`config.mk`:
```
export PLATFORM = sky130hd
export DESIGN_NAME = qvr_round_sat
export DESIGN_NICKNAME = d
export VERILOG_FILES = /design/src/rtl/qvr_pkg.sv /design/src/rtl/qvr_round_sat.sv
export SDC_FILE = /design/constraint.sdc
export NUM_CORES = 1
export LEC_CHECK = 0
export BUFFER_PORTS_ARGS = -buffer_cell sky130_fd_sc_hd__buf_4
export CORE_MARGIN = 2
export CORE_UTILIZATION = 25
export DETAILED_ROUTE_END_ITERATION = 12
export GPL_TIMING_DRIVEN = 0
export REMOVE_ABC_BUFFERS = 1
export SLEW_MARGIN = 5
export SYNTH_ARGS = -nofsm -noshare
export SYNTH_HDL_FRONTEND = slang
export SYNTH_SLANG_ARGS = --single-unit
```
`constraint.sdc`:
```
create_clock -name vclk -period 3
set_input_delay 0 -clock vclk [all_inputs]
set_output_delay 0 -clock vclk [all_outputs]
set_load 0.01 [all_outputs]
```
`src/rtl/qvr_pkg.sv`:
```
package qvr_pkg;

   // Default component width and quaternion fraction bits (Q2.14)
   localparam int COMP_WIDTH_DEF = 16;
   localparam int FRAC_BITS_DEF  = 14;

endpackage

```
`src/rtl/qvr_round_sat.sv`:
```
module qvr_round_sat
   import qvr_pkg::*;
#(
   parameter int COMP_WIDTH = COMP_WIDTH_DEF,
   parameter int FRAC_BITS  = FRAC_BITS_DEF,
   parameter int SUM_WIDTH  = 3 * COMP_WIDTH_DEF + 4
) (
   input  logic signed [SUM_WIDTH-1:0]  value,
   output logic signed [COMP_WIDTH-1:0] result,
   output logic                         clip
);

   localparam int SHIFT = 2 * FRAC_BITS;
   localparam int EXT_W = SUM_WIDTH + SHIFT;
   localparam int QW    = SUM_WIDTH + 1;

   logic signed [EXT_W-1:0]     ext;
   logic        [SUM_WIDTH-1:0] quo;
   logic        [QW-1:0]        rnd;
   logic                        pos_ovf;
   logic                        neg_ovf;

   // floor(v / 2^k) plus bit k-1 equals floor((v + 2^(k-1)) / 2^k)
   assign ext = EXT_W'(value);
   assign quo = ext[EXT_W-1:SHIFT];
   assign rnd = {quo[SUM_WIDTH-1], quo} + {{SUM_WIDTH{1'b0}}, ext[SHIFT-1]};

   assign pos_ovf = !rnd[QW-1] && (|rnd[QW-2:COMP_WIDTH-1]);
   assign neg_ovf = rnd[QW-1] && !(&rnd[QW-2:COMP_WIDTH-1]);
   assign clip    = pos_ovf || neg_ovf;

   always_comb begin
      if (pos_ovf) begin
         result = {1'b0, {(COMP_WIDTH-1){1'b1}}};
      end else if (neg_ovf) begin
         result = {1'b1, {(COMP_WIDTH-1){1'b0}}};
      end else begin
         result = rnd[COMP_WIDTH-1:0];
      end
   end

endmodule

```
# [Yosys cells after proc, flatten, opt, wreduce, memory -nomap -nowiden]
# Cells that the tools add are included.
[op_classes] add_sub_neg=1 muxes=2 n_reduce_logical=7
[ops] cell="$reduce_and A37 Y1" count=1
[ops] cell="$reduce_or A37 Y1" count=1
[ops] cell="$mux W16" count=2
[ops] cell="$add A24 B2 Y25" count=1
[ops] cell="$logic_and A1 B1 Y1" count=2
[ops] cell="$logic_not A1 Y1" count=2
[ops] cell="$logic_or A1 B1 Y1" count=1
[totals] register_bits=0 in_bits=52 out_inout_bits=17 elab_cells=10

# [Logic depth before layout (Yosys ltp)]
[logic_depth] word_depth=6 ltp_mapped=9

# [Worst setup path before layout]
# No wires, ideal clock.
[synth_timing] path_kind="input -> output" from="in value[27]" to="out result[10]" arrival_ns=1.931 t_required_ns=3.000 slack_ns=1.069 path_stages=9 cell_sequence="ha_1 > nand4_4 > nor4_4 > nor4b_2 > a31oi_1 > o22a_1 > o31a_1 > buf_2 > o21ai_1"
[synth_via] elab_chain_len=6 elab_cells_between_ends=9 cone_classes="add/sub: 1; mux: 2; reduce/logical: 6"
[synth_lines] element="from (decl)" line_no="qvr_round_sat.sv:8" rtl="input logic signed [SUM_WIDTH-1:0] value,"
[synth_lines] element="$add A24 B2 Y25 (*)" line_no="qvr_round_sat.sv:26" rtl="assign rnd = {quo[SUM_WIDTH-1], quo} + {{SUM_WIDTH{1'b0}}, ext[SHIFT-1]};"
[synth_lines] element="$reduce_and A37 Y1" line_no="qvr_round_sat.sv:29" rtl="assign neg_ovf = rnd[QW-1] && !(&rnd[QW-2:COMP_WIDTH-1]);"
[synth_lines] element="$logic_not A1 Y1" line_no="qvr_round_sat.sv:29"
[synth_lines] element="$logic_and A1 B1 Y1" line_no="qvr_round_sat.sv:29"
[synth_lines] element="$mux W16" line_no="qvr_round_sat.sv:35" rtl="end else if (neg_ovf) begin"
[synth_lines] element="$mux W16 (*)" line_no="qvr_round_sat.sv:33" rtl="if (pos_ovf) begin"
[synth_lines] element="to (decl)" line_no="qvr_round_sat.sv:9" rtl="output logic signed [COMP_WIDTH-1:0] result,"
# Mark *: on every way between the ends. The rest lies on a longest branch, timed or not.

# [Worst setup path after layout]
[layout_timing] from="in value[27]" to="out result[1]"
# Same word-level chain as after synthesis.

==> results.yml <==
run_status:
  status: "completed"
synth:
  synth_area_leaders: "xnor2_1 9.5%, xor2_1 8.3%, o21ai_1 6.8%, o21ai_0 6.1%, nand4_4 5.8%"
  netlist_instances: 103
  yosysTopAreaCell: "xnor2_1"
  post-synth-top-count-cell: "o21ai_1"
  ys_types: 36
  yosysSeqAreaShare_pct: 0
  yosysTopAreaCellShare_pct: 9.52
  synth.avg_cell_area_um2: 7.14
  synth.cell_area_um2: 736
  ys_warn_count: 0
  synth_common_cells: "10 x o21ai_1, 9 x o21ai_0, 8 x xnor2_1"
grt:
  grt_max_degree: 17
  grt_pass1_wl_um: 3820
  grt-ovfl-total: 0
  grt_usage_pct: 13.4
  grt_pass1_vias: 878
  antenna_found_initial: 0
die:
  initial_core_util_pct: 26.5
  die_x_um: 58.2
  die_y_um: 58.2
  fp.coreArea_um2: 2780
  boundaryPins: 69
  dieArea_um2: 3390
  row_count: 19
timing:
  hold_viol: 0
  worst_slew_pin_slew_ps: 528
  finalCritPeriodShare_pct: 80.8
  slew_viol_final: 0
  max-slew-margin-rel_pct: 64.5
  grt_setup_unrepaired: "no"
  fmax_ghz: 0.413
  fin_tns_setup_ps: 0
  fin_crit_ps: 2420
  finalSetupViolations: 0
  worst_slack_ps: 576
pwr:
  total_power_mw: 0.122
  vdd_ir_drop_max_v: 0.0000569
  p_per_area_nw_per_um2: 113
  power.leakage_nw: 0.434
placement:
  dpl_cell_area_um2: 1080
  gp_congestion: 0.739
  hpwl_um: 1800
  portBuffers: 42
  pre_cts_ws_ps: 538
layout:
  fillCellCount: 292
  n_sequential_cell: 0
  final_core_util_pct: 38.8
  clockBufferCount: 0
  drive_gt1_share_pct: 35.7
  num_antenna_cells: 0
  final_cell_area_um2: 1080
  area_delta_synth_final_pct: 46.8
  regArea_um2: 0
  final_nets: 199
worst_setup_path:
  crit_end: "result[1]"
  worstSetupStartpoint: "value[27]"
  worstPathArrival_ps: 2420
  path_max_fanout: 15
  cp.required_ps: 3000
  crit_type: "input port to output port"
  endpoint_kind: "output port"
  startpoint_type: "input port"
min_path:
  hp-class: "input port to output port"
detailed_routing:
  routed_via_density: 5.38
  drtPass1Iterations: 4
  num_vias: 936
  ant_nets: 0
  drc: 0
  routedWlPerCell_um: 12.5
  drt_iter0_drc: 17
  wirelength_um: 2170
cts:
  cts_hold_buffers: 0
  post-cts-setup-buffers: 0
  cts_resized: 0
flow_run:
  max_cap_viol_count: 0
## worst min path at each step
stage,startpoint,end,slack [ps],cells after the start
after floorplan,value[51],result[15],140,1
after global placement,value[38],result[10],380,4
after detailed placement,value[38],result[10],390,4
after CTS,value[38],result[10],390,4
after global routing,value[38],result[10],400,4
final,value[38],result[10],380,4
## cell usage in the layout, fill, tap and decap left out, drive strengths merged
master	synthesis	routed
buf	2	42
o21ai	19	19
xnor2	8	8
nand4	8	8
nand2	7	7
nor2	7	7
xor2	7	7
and3	5	5
nand3	4	4
inv	3	3
a21oi	3	3
nor3	3	3
and4	2	2
nor4	2	2
a31oi	2	2
mux2	2	2
o31a	2	2
ha	2	2
nor4b	1	1
o22a	1	1
nor4bb	1	1
nor2b	1	1
and4b	1	1
a41o	1	1
o2111ai	1	1
or4	1	1
a211o	1	1
and3b	1	1
a22oi	1	1
o21a	1	1
or3	1	1
a31o	1	1
o31ai	1	1
## where the power goes
| part | internal (mW) | switching [mW] | leakage [nW] | total (mW) |
|---|---|---|---|---|
| sequential | 0 | 0 | 0 | 0 |
| combinational | 0.0610 | 0.0613 | 0.434 | 0.122 |
| clock | 0 | 0 | 0 | 0 |
## metal layers
| layer | wire, µm | track usage [%] |
|---|---|---|
| met5 | 0 | 0 |
| met4 | 0 | 0 |
| met3 | 135 | 0.670 |
| met2 | 1070 | 26.0 |
| met1 | 967 | 17.2 |
## worst max-delay path: stages
cell and delay (ps):
buf_4 90, ha_1 220, nand4_1 250, nor3_2 400
o21ai_0 150, and3_1 220, o2111ai_1 240, o31a_1 490
o21ai_0 190, buf_4 170
## cell families after synthesis
family,share of synthesized area (%)
AOI/OAI and AO/OA,28.2
muxes,3.06
and+or+nand+nor,44.6
xor gates and xnor gates,17.9
adders and majority gates,3.40
buffers and inverters,2.89
## through the flow
step	cells	hold slack, ps
after CTS	174	386
after detailed placement	174	386
after global routing	174	398
after global placement	174	377
after floorplan	101	136
final	174	385
## area by class of cell
class,count,area [µm²],area share [%]
inverters,3,11.3,1.04
well taps,31,38.8,3.59
multi-input cells,98,714,66.2
repair buffers,42,315,29.2
Power figures use the tool's default switching activity.
